===== config.mk =====
export PLATFORM = sky130hd
export DESIGN_NAME = case_folding_word_filter
export DESIGN_NICKNAME = d
export VERILOG_FILES = /design/src/rtl/cfw_pkg.sv /design/src/rtl/case_folding_word_filter.sv /design/src/rtl/cfw_cell.sv /design/src/rtl/cfw_word_chain.sv
export SDC_FILE = /design/constraint.sdc
export NUM_CORES = 1
export LEC_CHECK = 0
export ABC_AREA = 1
export BUFFER_PORTS_ARGS = -buffer_cell sky130_fd_sc_hd__buf_2
export CAP_MARGIN = 30
export CORE_UTILIZATION = 39
export CTS_BUF_LIST = sky130_fd_sc_hd__clkbuf_8 sky130_fd_sc_hd__clkbuf_16
export DETAILED_ROUTE_END_ITERATION = 6
export GPL_TIMING_DRIVEN = 0
export SYNTH_ARGS = -nofsm -noshare
export SYNTH_HDL_FRONTEND = slang
export SYNTH_HIERARCHICAL = 1
export SYNTH_SLANG_ARGS = --single-unit

===== constraint.sdc =====
create_clock -name clock -period 16.8 [get_ports clock]
set_input_delay 3.36 -clock clock [delete_from_list [all_inputs] [get_ports clock]]
set_output_delay 3.36 -clock clock [all_outputs]
set_load 0.05 [all_outputs]

===== src/rtl/cfw_pkg.sv =====
// ----------------------------------------------------------------------------
// cfw_pkg
// Shared constants, types and helpers of the case folding word filter.
// ----------------------------------------------------------------------------
package cfw_pkg;

   // longest word held in the cell row
   localparam int MAX_WORD  = 30;
   localparam int LEN_W     = $clog2(MAX_WORD + 1);
   localparam int CMP_W     = LEN_W + 5;

   // configured word storage
   localparam int CFG_CHARS = 30;
   localparam int CFG_BITS  = CFG_CHARS * 8;

   // configuration port
   localparam int PADDR_W   = 6;
   localparam int PDATA_W   = 64;

   localparam logic [7:0] FOLD_BIT   = 8'h20;
   localparam logic [7:0] SPACE_BYTE = 8'h20;

   // per-cycle command to the cell row
   typedef struct packed {
      logic append;
      logic shift;
      logic clear;
   } cell_ctl_type;

   // whitespace test
   function automatic logic is_sep(input logic [7:0] b);
      return (b == 8'h20) || (b >= 8'h09 && b <= 8'h0d);
   endfunction

   // character idx of the configured word, zero past its end
   function automatic logic [7:0] cfg_char(input logic [CFG_BITS-1:0] chars,
                                           input logic [LEN_W-1:0]    idx);
      logic [7:0] ch;
      ch = '0;
      for (int i = 0; i < CFG_CHARS; i++) begin
         if (CMP_W'(idx) == CMP_W'(i)) begin
            ch = chars[i*8 +: 8];
         end
      end
      return ch;
   endfunction

endpackage


===== src/rtl/case_folding_word_filter.sv =====
// ----------------------------------------------------------------------------
// case_folding_word_filter
// Drops every whitespace-delimited word equal, case folded, to a configured
// word, counts the drops and closes each kept word with one space.
// ----------------------------------------------------------------------------
//   channel  direction  handshake            word
//   req      in         req_valid/req_stall  text byte, end of text flag
//   rsp      out        rsp_valid/rsp_stall  output byte or count report
//   csr      in         APB psel/penable     64-bit registers at 8*index
//
// A word byte is buffered in the cell row. Closing a kept word drains the row
// into the output register one byte per cycle while the output is not stalled,
// then adds one space; a dropped word closes with no output.
// End of text adds one count report.
// Overlong words drain the row once, then go through one byte per item.
// Synchronous active-high reset clears control state, count and registers.
// req_stall is high until every result of the accepted item is in the output
// register; rsp_stall holds the output.
// ----------------------------------------------------------------------------
module case_folding_word_filter (
   input  logic                        clock,
   input  logic                        reset,
   input  logic                        req_valid,
   output logic                        req_stall,
   input  logic [7:0]                  req_text_byte,
   input  logic                        req_end_of_text,
   output logic                        rsp_valid,
   input  logic                        rsp_stall,
   output logic [7:0]                  rsp_out_byte,
   output logic                        rsp_count_report,
   output logic [15:0]                 rsp_omitted_words,
   output logic                        rsp_last_of_run,
   input  logic                        psel,
   input  logic                        penable,
   input  logic                        pwrite,
   input  logic [cfw_pkg::PADDR_W-1:0] paddr,
   input  logic [cfw_pkg::PDATA_W-1:0] pwdata,
   output logic [cfw_pkg::PDATA_W-1:0] prdata,
   output logic                        pready
);
   import cfw_pkg::*;

   localparam logic [2:0] REG_WORD_LENGTH = 3'd0;
   localparam logic [2:0] REG_CHARS_A     = 3'd1;
   localparam logic [2:0] REG_CHARS_B     = 3'd2;
   localparam logic [2:0] REG_CHARS_C     = 3'd3;
   localparam logic [2:0] REG_CHARS_D     = 3'd4;

   localparam logic [2:0] ST_IDLE   = 3'd0;
   localparam logic [2:0] ST_DRAIN  = 3'd1;
   localparam logic [2:0] ST_BYTE   = 3'd2;
   localparam logic [2:0] ST_SPACE  = 3'd3;
   localparam logic [2:0] ST_REPORT = 3'd4;

   // configuration registers
   logic [4:0]  word_length_ff;
   logic [63:0] chars_a_ff, chars_b_ff, chars_c_ff;
   logic [47:0] chars_d_ff;
   logic [2:0]  reg_idx;
   logic        csr_write;
   logic [CFG_BITS-1:0] cfg_chars;

   assign pready    = 1'b1;
   assign reg_idx   = paddr[5:3];
   assign csr_write = psel && penable && pwrite && pready;
   assign cfg_chars = {chars_d_ff, chars_c_ff, chars_b_ff, chars_a_ff};

   always_ff @(posedge clock) begin
      if (reset) begin
         word_length_ff <= '0;
         chars_a_ff     <= '0;
         chars_b_ff     <= '0;
         chars_c_ff     <= '0;
         chars_d_ff     <= '0;
      end else if (csr_write) begin
         case (reg_idx)
            REG_WORD_LENGTH: word_length_ff <= pwdata[4:0];
            REG_CHARS_A:     chars_a_ff     <= pwdata;
            REG_CHARS_B:     chars_b_ff     <= pwdata;
            REG_CHARS_C:     chars_c_ff     <= pwdata;
            REG_CHARS_D:     chars_d_ff     <= pwdata[47:0];
            default: ;
         endcase
      end
   end

   // register read back
   always_comb begin
      case (reg_idx)
         REG_WORD_LENGTH: prdata = PDATA_W'(word_length_ff);
         REG_CHARS_A:     prdata = chars_a_ff;
         REG_CHARS_B:     prdata = chars_b_ff;
         REG_CHARS_C:     prdata = chars_c_ff;
         REG_CHARS_D:     prdata = PDATA_W'(chars_d_ff);
         default:         prdata = '0;
      endcase
   end

   // control state
   logic [2:0]       state_ff, state_in;
   logic [2:0]       after_ff, after_in;
   logic [LEN_W-1:0] len_ff, len_in;
   logic             match_ff, match_in;
   logic             pass_ff, pass_in;
   logic             in_word_ff, in_word_in;
   logic             eot_ff, eot_in;
   logic [7:0]       hold_byte_ff, hold_byte_in;
   logic [15:0]      count_ff, count_in;

   // output register
   logic        rsp_valid_ff, rsp_valid_in;
   logic [7:0]  rsp_byte_ff, rsp_byte_in;
   logic        rsp_report_ff, rsp_report_in;
   logic [15:0] rsp_omitted_ff, rsp_omitted_in;
   logic        rsp_last_ff, rsp_last_in;

   logic         accept, out_free, sep, word_hit, char_hit, len_full;
   logic         emit, emit_report, emit_last;
   logic [7:0]   emit_byte;
   cell_ctl_type ctl;
   logic [7:0]   head_data;
   logic         head_valid, second_valid;

   assign req_stall = (state_ff != ST_IDLE);
   assign accept    = req_valid && !req_stall;
   assign out_free  = !rsp_valid_ff || !rsp_stall;
   assign sep       = is_sep(req_text_byte);
   assign len_full  = (len_ff == LEN_W'(MAX_WORD));
   assign word_hit  = (word_length_ff != 5'd0) && match_ff &&
                      (CMP_W'(len_ff) == CMP_W'(word_length_ff));
   assign char_hit  = ((req_text_byte | FOLD_BIT) ==
                       (cfg_char(cfg_chars, len_ff) | FOLD_BIT));

   cfw_word_chain u_chain (
      .clock        (clock),
      .reset        (reset),
      .ctl          (ctl),
      .text_byte    (req_text_byte),
      .head_data    (head_data),
      .head_valid   (head_valid),
      .second_valid (second_valid)
   );

   // sequencer: buffer, drop or drain words, then space and count report
   always_comb begin
      state_in     = state_ff;
      after_in     = after_ff;
      len_in       = len_ff;
      match_in     = match_ff;
      pass_in      = pass_ff;
      in_word_in   = in_word_ff;
      eot_in       = eot_ff;
      hold_byte_in = hold_byte_ff;
      count_in     = count_ff;
      ctl          = '0;
      emit         = 1'b0;
      emit_byte    = '0;
      emit_report  = 1'b0;
      emit_last    = 1'b0;
      case (state_ff)
         ST_IDLE: begin
            if (accept) begin
               eot_in       = req_end_of_text;
               hold_byte_in = req_text_byte;
               if (req_end_of_text || sep) begin
                  if (req_end_of_text || in_word_ff) begin
                     pass_in    = 1'b0;
                     in_word_in = 1'b0;
                     len_in     = '0;
                     if (pass_ff) begin
                        state_in = ST_SPACE;
                     end else if (len_ff != '0) begin
                        if (word_hit) begin
                           ctl.clear = 1'b1;
                           if (count_ff != 16'hffff) begin
                              count_in = count_ff + 16'd1;
                           end
                           state_in = req_end_of_text ? ST_REPORT : ST_IDLE;
                        end else begin
                           state_in = ST_DRAIN;
                           after_in = ST_SPACE;
                        end
                     end else begin
                        state_in = req_end_of_text ? ST_REPORT : ST_IDLE;
                     end
                  end
               end else begin
                  in_word_in = 1'b1;
                  if (pass_ff) begin
                     state_in = ST_BYTE;
                  end else if (!len_full) begin
                     ctl.append = 1'b1;
                     len_in     = len_ff + LEN_W'(1);
                     match_in   = ((len_ff == '0) || match_ff) && char_hit;
                  end else begin
                     state_in = ST_DRAIN;
                     after_in = ST_BYTE;
                     len_in   = '0;
                     pass_in  = 1'b1;
                  end
               end
            end
         end
         ST_DRAIN: begin
            if (out_free) begin
               emit      = 1'b1;
               emit_byte = head_data;
               ctl.shift = 1'b1;
               if (!second_valid) begin
                  state_in = after_ff;
               end
            end
         end
         ST_BYTE: begin
            if (out_free) begin
               emit      = 1'b1;
               emit_byte = hold_byte_ff;
               emit_last = 1'b1;
               state_in  = ST_IDLE;
            end
         end
         ST_SPACE: begin
            if (out_free) begin
               emit      = 1'b1;
               emit_byte = SPACE_BYTE;
               emit_last = !eot_ff;
               state_in  = eot_ff ? ST_REPORT : ST_IDLE;
            end
         end
         ST_REPORT: begin
            if (out_free) begin
               emit        = 1'b1;
               emit_report = 1'b1;
               emit_last   = 1'b1;
               state_in    = ST_IDLE;
            end
         end
         default: begin
            state_in = ST_IDLE;
         end
      endcase
   end

   // output word register
   always_comb begin
      rsp_valid_in   = rsp_valid_ff;
      rsp_byte_in    = rsp_byte_ff;
      rsp_report_in  = rsp_report_ff;
      rsp_omitted_in = rsp_omitted_ff;
      rsp_last_in    = rsp_last_ff;
      if (emit) begin
         rsp_valid_in   = 1'b1;
         rsp_byte_in    = emit_byte;
         rsp_report_in  = emit_report;
         rsp_omitted_in = count_ff;
         rsp_last_in    = emit_last;
      end else if (!rsp_stall) begin
         rsp_valid_in = 1'b0;
      end
   end

   always_ff @(posedge clock) begin
      if (reset) begin
         state_ff     <= ST_IDLE;
         after_ff     <= ST_IDLE;
         len_ff       <= '0;
         match_ff     <= 1'b0;
         pass_ff      <= 1'b0;
         in_word_ff   <= 1'b0;
         eot_ff       <= 1'b0;
         count_ff     <= '0;
         rsp_valid_ff <= 1'b0;
      end else begin
         state_ff     <= state_in;
         after_ff     <= after_in;
         len_ff       <= len_in;
         match_ff     <= match_in;
         pass_ff      <= pass_in;
         in_word_ff   <= in_word_in;
         eot_ff       <= eot_in;
         count_ff     <= count_in;
         rsp_valid_ff <= rsp_valid_in;
      end
   end

   always_ff @(posedge clock) begin
      hold_byte_ff   <= hold_byte_in;
      rsp_byte_ff    <= rsp_byte_in;
      rsp_report_ff  <= rsp_report_in;
      rsp_omitted_ff <= rsp_omitted_in;
      rsp_last_ff    <= rsp_last_in;
   end

   assign rsp_valid         = rsp_valid_ff;
   assign rsp_out_byte      = rsp_byte_ff;
   assign rsp_count_report  = rsp_report_ff;
   assign rsp_omitted_words = rsp_omitted_ff;
   assign rsp_last_of_run   = rsp_last_ff;

   // a draining word always has a byte at the head of the row
   a_drain_has_head: assert property (@(posedge clock) disable iff (reset)
      state_ff == ST_DRAIN |-> head_valid)
      else $error("drain with empty cell row");

   // pass-through mode never keeps buffered bytes
   a_pass_empty: assert property (@(posedge clock) disable iff (reset)
      pass_ff |-> (len_ff == '0))
      else $error("buffered bytes during pass-through");

   // the omission count only grows
   a_count_grows: assert property (@(posedge clock) disable iff (reset)
      1'b1 |=> count_ff >= $past(count_ff))
      else $error("omission count went down");

   // a count report always closes its run
   a_report_last: assert property (@(posedge clock) disable iff (reset)
      rsp_valid_ff && rsp_report_ff |-> rsp_last_ff)
      else $error("count report not last of run");

endmodule


===== src/rtl/cfw_cell.sv =====
// ----------------------------------------------------------------------------
// cfw_cell
// One byte slot of the word row: fills in order, shifts toward the head.
// ----------------------------------------------------------------------------
module cfw_cell (
   input  logic                  clock,
   input  logic                  reset,
   input  cfw_pkg::cell_ctl_type ctl,
   input  logic [7:0]            text_byte,
   input  logic                  prev_valid,
   input  logic [7:0]            next_data,
   input  logic                  next_valid,
   output logic [7:0]            data,
   output logic                  valid
);
   import cfw_pkg::*;

   logic [7:0] data_ff, data_in;
   logic       valid_ff, valid_in;

   // clear drops the word, shift moves toward the head, append fills first free slot
   always_comb begin
      data_in  = data_ff;
      valid_in = valid_ff;
      if (ctl.clear) begin
         valid_in = 1'b0;
      end else if (ctl.shift) begin
         data_in  = next_data;
         valid_in = next_valid;
      end else if (ctl.append && !valid_ff && prev_valid) begin
         data_in  = text_byte;
         valid_in = 1'b1;
      end
   end

   always_ff @(posedge clock) begin
      if (reset) begin
         valid_ff <= 1'b0;
      end else begin
         valid_ff <= valid_in;
      end
   end

   always_ff @(posedge clock) begin
      data_ff <= data_in;
   end

   assign data  = data_ff;
   assign valid = valid_ff;

endmodule


===== src/rtl/cfw_word_chain.sv =====
// ----------------------------------------------------------------------------
// cfw_word_chain
// Row of byte cells holding the pending word, head at cell zero.
// ----------------------------------------------------------------------------
module cfw_word_chain (
   input  logic                  clock,
   input  logic                  reset,
   input  cfw_pkg::cell_ctl_type ctl,
   input  logic [7:0]            text_byte,
   output logic [7:0]            head_data,
   output logic                  head_valid,
   output logic                  second_valid
);
   import cfw_pkg::*;

   logic [7:0] data_w  [0:MAX_WORD];
   logic       valid_w [0:MAX_WORD];

   // empty slot past the tail
   assign data_w[MAX_WORD]  = '0;
   assign valid_w[MAX_WORD] = 1'b0;

   for (genvar i = 0; i < MAX_WORD; i++) begin : g_cell
      logic prev_valid;
      if (i == 0) begin : g_head
         assign prev_valid = 1'b1;
      end else begin : g_body
         assign prev_valid = valid_w[i-1];
      end
      cfw_cell u_cell (
         .clock      (clock),
         .reset      (reset),
         .ctl        (ctl),
         .text_byte  (text_byte),
         .prev_valid (prev_valid),
         .next_data  (data_w[i+1]),
         .next_valid (valid_w[i+1]),
         .data       (data_w[i]),
         .valid      (valid_w[i])
      );
   end

   assign head_data    = data_w[0];
   assign head_valid   = valid_w[0];
   assign second_valid = valid_w[1];

endmodule


# Yosys cells after proc, flatten, opt, wreduce, memory -nomap -nowiden
# Index checks and enable logic that the tools add are counted.
dict set report classes {
  n_addsub 2
  n_lt_le_gt_ge 2
  muxes 202
  n_eq_ne 55
  n_reduce_logical 188
  n_bitwise 4
}
# op count
set ops {}
lappend ops {{2-to-1 mux 8 bit} 91}
lappend ops {{one-hot mux 64 bit (5 select lines)} 1}
lappend ops {{2-to-1 mux 1 bit} 81}
lappend ops {{== test 5 bit (second input constant)} 15}
lappend ops {{AND reduction 2 bit} 36}
lappend ops {{logical AND 1 bit} 66}
lappend ops {{2-to-1 mux 3 bit} 21}
lappend ops {{nonzero test 2 bit} 31}
lappend ops {{== test 5 x 4 -> 1 bit (second input constant)} 8}
lappend ops {{logical NOT 1 bit} 34}
lappend ops {{one-hot mux 8 bit (3 select lines)} 1}
lappend ops {{== test 5 x 3 -> 1 bit (second input constant)} 4}
lappend ops {{2-to-1 mux 5 bit} 4}
lappend ops {{adder 16 x 1 -> 16 bit (second input constant)} 1}
lappend ops {{inequality test 16 bit (second input constant)} 1}
lappend ops {{AND reduction 8 bit} 2}
lappend ops {{== test 3 x 2 -> 1 bit (second input constant)} 4}
lappend ops {{inequality test 2 bit (second input constant)} 6}
lappend ops {{one-hot mux 3 bit (4 select lines)} 1}
lappend ops {{== test 5 x 2 -> 1 bit (second input constant)} 2}
lappend ops {{inequality test 2 x 1 -> 1 bit (second input constant)} 5}
lappend ops {{nonzero test 5 bit} 2}
lappend ops {{== test 8 x 6 -> 1 bit (second input constant)} 1}
lappend ops {{>= comparator 8 x 4 -> 1 bit (second input constant)} 1}
lappend ops {{23 further kinds} 34}
dict set report word_totals {
  register_bits 581
  out_inout_bits 93
  elab_cells 532
  inputBits 86
}

# Longest topological paths before layout
dict set report logic_depth {
  ltp_word 33
  depth_mapped 43
  depth_no_buf 43
}

# Hierarchy
# Netlist, hierarchy kept.
# mod seq_area_each_um2 n_inst cells_each area_per_inst_um2
set modules_own_cells {}
lappend modules_own_cells {case_folding_word_filter 6546.3 1 2225 15155.8}
lappend modules_own_cells {cfw_cell 260.2 30 44 429.2}
lappend modules_own_cells {cfw_word_chain 0.0 1 2 7.5}

# Worst setup path before layout
# Ideal clock, no wire load.
dict set report synth_path {
  path_kind {in2reg}
  startpoint {input port req_text_byte[1]}
  endpoint {register count_ff[15]}
  setup_ns 0.132
  t_arrival_ns 10.521
  cell_stages 17
  n_path_buf 0
  required_ns 16.668
  path_slack_ns 6.147
  cell_sequence {nor4_1 o221ai_1 nand2_1 nand2_1 nor3_1 nand2_1 nor3_1 inv_1 nor3_1 nand2_1 nor2_1 inv_1 nor2_1 nand3_1 nor2_2 and3_1 nor3_1}
}
dict set report synth_via {
  elab_chain_cells 5
  word_cells_on_any_way 7
  cone_classes {order compare (2); eq/ne (1); reduce/logical (4)}
}
# element line_no
set synth_rtl {}
lappend synth_rtl {{start, declared} case_folding_word_filter.sv:25} ;# input logic [7:0] req_text_byte,
lappend synth_rtl {{>= comparator 8 x 4 -> 1 bit or <= comparator 8 x 4 -> 1 bit (tied branches)} cfw_pkg.sv:32} ;# return (b == 8'h20) || (b >= 8'h09 && b <= 8'h0d);
lappend synth_rtl {{logical AND 1 bit} cfw_pkg.sv:32}
lappend synth_rtl {{logical OR 1 bit *} cfw_pkg.sv:32}
lappend synth_rtl {{logical OR 1 bit *} case_folding_word_filter.sv:165} ;# if (req_end_of_text || sep) begin
lappend synth_rtl {{AND reduction 8 bit (no line) *} --}
lappend synth_rtl {{end signal, assigned} case_folding_word_filter.sv:281} ;# count_ff <= count_in;
lappend synth_rtl {{end, declared} case_folding_word_filter.sv:108} ;# logic [15:0] count_ff, count_in;
# Every way passes the cells marked *; elsewhere a longest branch is shown, timed or not.
# A chain may end at the register's enable or synchronous reset.

# Worst setup path after layout
dict set report layout_path {
  startpoint {input port paddr[5] in the netlist's numbering}
  endpoint {output port prdata[52] in the netlist's numbering}
}
dict set report layout_via {
  elab_chain_cells 2
  word_cells_on_any_way 6
  cone_classes {eq/ne (4); mux (1); reduce/logical (1)}
}
# element line_no
set layout_rtl {}
lappend layout_rtl {{start, declared} case_folding_word_filter.sv:36} ;# input logic [cfw_pkg::PADDR_W-1:0] paddr,
lappend layout_rtl {{== test 3 bit, or another cell as far along} case_folding_word_filter.sv:89} ;# case (reg_idx)
lappend layout_rtl {{one-hot mux 64 bit (5 select lines) *} case_folding_word_filter.sv:89}
lappend layout_rtl {{end, declared} case_folding_word_filter.sv:38} ;# output logic [cfw_pkg::PDATA_W-1:0] prdata,
# Marked as above.

==> summary.md <==
| Metric | Value |
|---|---|
| Max-cap violations | 0 |
| Htree depth | 3 |
| Hold Path Origin | count_ff[8]$_SDFFE_PP0P_ |
| R2r endpoint | match_ff$_SDFFE_PP0P_ |
| Kind of start point of the critical path | primary input |
| Remaining global-route overflow | 0 |
| CP endpoint kind | output pin |
| P_leak | around 0.014 uW |
| Final hold viol count | 0 |
| Buf/Inv on CP | 5 |
| Worst reg-to-reg setup slack | between 10 and 15 ns |
| CTS tree | done |
| RSZ-0062 raised after global routing | false |
| Die area | about 73,000 um^2 |
| Most used routing layer | met2 |
| Met2 usage | 0.400 |
| CTS Buf Count | 67 |
| WHS Endpoint | rsp_omitted_words[8]$_DFFE_PP_ |
| Setup WS post-layout | between 7 and 8 ns |
| Syn_area_per_cell | 7.90 um^2 |
| Drt drc | 2 |
| Mapped Area | 28,000 um^2 |
| HP Class | flop to flop |
| Detail Placement HPWL | between 70,000 and 80,000 um |
| CTS Hold Bufs | 0 |
| Port bufs | roughly 170 |
| Initial antenna violation count | 8 |
| Met1 global-route usage | 0.389 |
| Tightest Pin Transition | between 1 and 1.5 ns |
| P per Cell Area | 123 nW/um^2 |
| Initial Util | 0.397 |
| Worst hold stages | 0 |
| Total GRT Usage | 0.276 |
| Die W | about 270 um |
| Synth-to-Final Area Change | 16.3% |
| Failing checks | design-rule violations |
| Share of layout cells above drive strength 1 | 0.127 |
| Final layout net count | 3,916 |
| Final wirelength | about 100,000 um |
| Post-CTS sizing | 0 |
| Seq/Total Area, Yosys | 0.512 |
| Outcome | finished, violations left |
| Max Buffers Root-to-Sink | 3 |
| DP Area | 30,400 um^2 |
| Cells on worst reg2reg path | 40 |
| Clk sinks | 580 |
| Vias per cell | about 5.2 |
| Final worst-path cycle share | 0.573 |
| Post-synthesis cell type count | 49 |
| Core box area | between 70,000 and 80,000 um^2 |
| Clk_lat worst skew | roughly 0.62 ns |
| Clk root buf | clkbuf_16 |
| Vert. Die Dim | approximately 270 um |
| Critical R2R Launch | len_ff[0]$_SDFFE_PP0P_ |
| Worst-path clk slew | approximately 0.060 ns |
| Worst EP required | about 13 ns |
| Highest cell delay on the worst timing path | just under 0.7 ns |
| Critical path's top delay family | buffers and inverters |
| Overall Power | ~4000 uW |
| Post-Syn Instances | roughly 3,500 |
| M3 GR Usage | 0.0726 |
| Total number of vias | about 25,000 |
| Ys Warns | 6 |
| Number of global-route vias before repair | roughly 23,000 |
| GPL Wtd Cong | just over 1 |
| CP max stage cell | clkbuf_1 |
| Final instance area | 32,600 um^2 |
| Per-cell routed wire length | 21.1 um |
| Crit Path Category | primary input to output pin |
| Maximum resistive drop on vdd | 76.5 uV |
| Relative slew slack | 0.263 |
| CP arrival | 6.27 ns |
| Min cycle time layout | 9.63 ns |
| IO Count | 179 |
| Row Count | 97 |
| Initial DRC Count | around 2,900 |
| Final setup vio count | 0 |
| First-pass GRT wire length | 150,000 um |
| Max Clock Freq | 104 MHz |
| Hold_ws | 0.457 ns |
| Antenna-violating nets left | 0 |
| Pin count of the biggest net entering global routing | 37 |
| Initial DRT Pass Iterations | 7 |
| Clk_skew | 0.0216 ns |
| Max-slew violations | 0 |
| Pre-CTS setup slack | between 7 and 8 ns |
| Final TNS setup | 0 ns |
| CP Cell Sequence | buf_2 > nor3_1 > clkbuf_1 > clkbuf_1 > buf_6 > nand2_1 > o211ai_1 > buf_2 |
| Max FO, Critical Path | 10 |
| Post-CTS Setup Bufs | 0 |
| Post-synthesis register bit count | slightly below 600 |
[cells in the mapped netlist, drive strengths merged]
library cell | number | area share
nand2 | 1201 | 0.16
nor2 | 405 | 0.055
o21ai | 325 | 0.058
inv | 322 | 0.046
dfxtp | 306 | 0.22
edfxtp | 274 | 0.29
a21oi | 202 | 0.040
nand3 | 136 | 0.030
clkbuf | 108 | 0.014
buf | 76 | 0.032
o21a | 31 | 0.0083
nor3 | 26 | 0.0046
o2111ai | 26 | 0.0081
nand4 | 16 | 0.0036
o22ai | 14 | 0.0033
a221o | 10 | 0.0036
o211ai | 8 | 0.0021
o221ai | 8 | 0.0025
a32o | 7 | 0.0025
ha | 6 | 0.0027
a22oi | 5 | 0.0013
clkinv | 5 | 0.00067
nand3b | 5 | 0.0013
nor4 | 5 | 0.0011
a221oi | 4 | 0.0012
a211oi | 3 | 0.00080
conb | 3 | 0.00040
or2 | 2 | 0.00045
xor2 | 2 | 0.00062
a31oi | 1 | 0.00022
and3 | 1 | 0.00022
nor3b | 1 | 0.00027
o21bai | 1 | 0.00027
o32ai | 1 | 0.00031
xnor2 | 1 | 0.00031
[state kept, by name, indices dropped and copies added, names as in the netlist]
signal	cells
word_length_ff	5
chars_d_ff	48
after_ff	2
chars_c_ff	64
count_ff	16
in_word_ff	1
len_ff	5
rsp_last_of_run	1
u_chain/g_cell.u_cell/valid	30
chars_b_ff	64
rsp_out_byte	8
match_ff	1
hold_byte_ff	8
rsp_count_report	1
u_chain/g_cell.u_cell/data	240
rsp_omitted_words	16
rsp_valid	1
state_ff	3
chars_a_ff	64
eot_ff	1
pass_ff	1
[cell type report]
type / count / area, um^2
Fill cell: 7066 / 38000
Clock buffer: 76 / 1820
Tap cell: 940 / 1180
Antenna cell: 1 / 2.50
Clock inverter: 44 / 265
Buffer: 184 / 1300
Timing Repair Buffer: 200 / 1250
Multi-Input combinational cell: 2464 / 11100
Sequential cell: 580 / 14400
Inverter: 327 / 1300
[worst max path at each step]
stage / start / end / cells past startpoint
global placement: req_text_byte[2] / count_ff[15]$_SDFFE_PP0P_ / 19
finish: paddr[5] / prdata[52] / 8
floorplan: req_text_byte[1] / count_ff[15]$_SDFFE_PP0P_ / 17
global route: paddr[5] / prdata[52] / 8
detailed placement: paddr[5] / prdata[52] / 7
CTS: paddr[5] / prdata[52] / 7
[layout by cell type, fill, tap and decap left out, types with 39 or more instances in the layout]
| cell | instances |
|---|---|
| dfxtp_1 | 306 |
| o21ai_0 | 321 |
| buf_6 | 43 |
| nor2_1 | 394 |
| clkbuf_1 | 108 |
| buf_2 | 182 |
| inv_1 | 302 |
| a21oi_1 | 170 |
| nand3_1 | 103 |
| buf_8 | 39 |
| clkbuf_16 | 69 |
| edfxtp_1 | 274 |
| nand2_1 | 1199 |
[kinds of logic after synthesis]
family	Yosys count	share of synthesized area
AOI/OAI and AO/OA	646	0.133
xor gates and xnor gates	3	0.000937
adders and majority gates	6	0.00268
buffers and inverters	511	0.0929
DFF	580	0.512
other	3	0.000402
and+or+nand+nor	1798	0.258
[worst reg2reg max path: cells and delay by family, from the launching register on]
| family | cells | cell delay, ns |
|---|---|---|
| buf+inv | 1 | 0.26 |
| fa+ha+maj | 1 | 0.37 |
| simple gates | 37 | 4.72 |
| flops | 1 | 0.41 |
| compound gates | 1 | 0.16 |
[report_power, final]
part / switching [uW] / internal (uW) / leakage, uW / total, uW
clock: 603 / 794 / 0.00110 / 1400
sequential: 60.1 / 1700 / 0.00501 / 1760
combinational: 570 / 265 / 0.00800 / 835
[metal layers]
| metal | wire (um) | vias up |
|---|---|---|
| met4 | 3900 | 12 |
| met1 | 45600 | 11757 |
| li1 | - | 12093 |
| met2 | 42100 | 1084 |
| met5 | 79 | - |
| met3 | 10100 | 213 |
[stage by stage]
| stage | cells | utilization |
|---|---|---|
| floorplan | 3555 | - |
| global placement | 4669 | 0.426 |
| detailed placement | 4686 | 0.430 |
| CTS | 4806 | 0.459 |
| global route | 4815 | 0.462 |
| finish | 4816 | 0.462 |
Note: power is estimated with default switching activity, not from simulation.
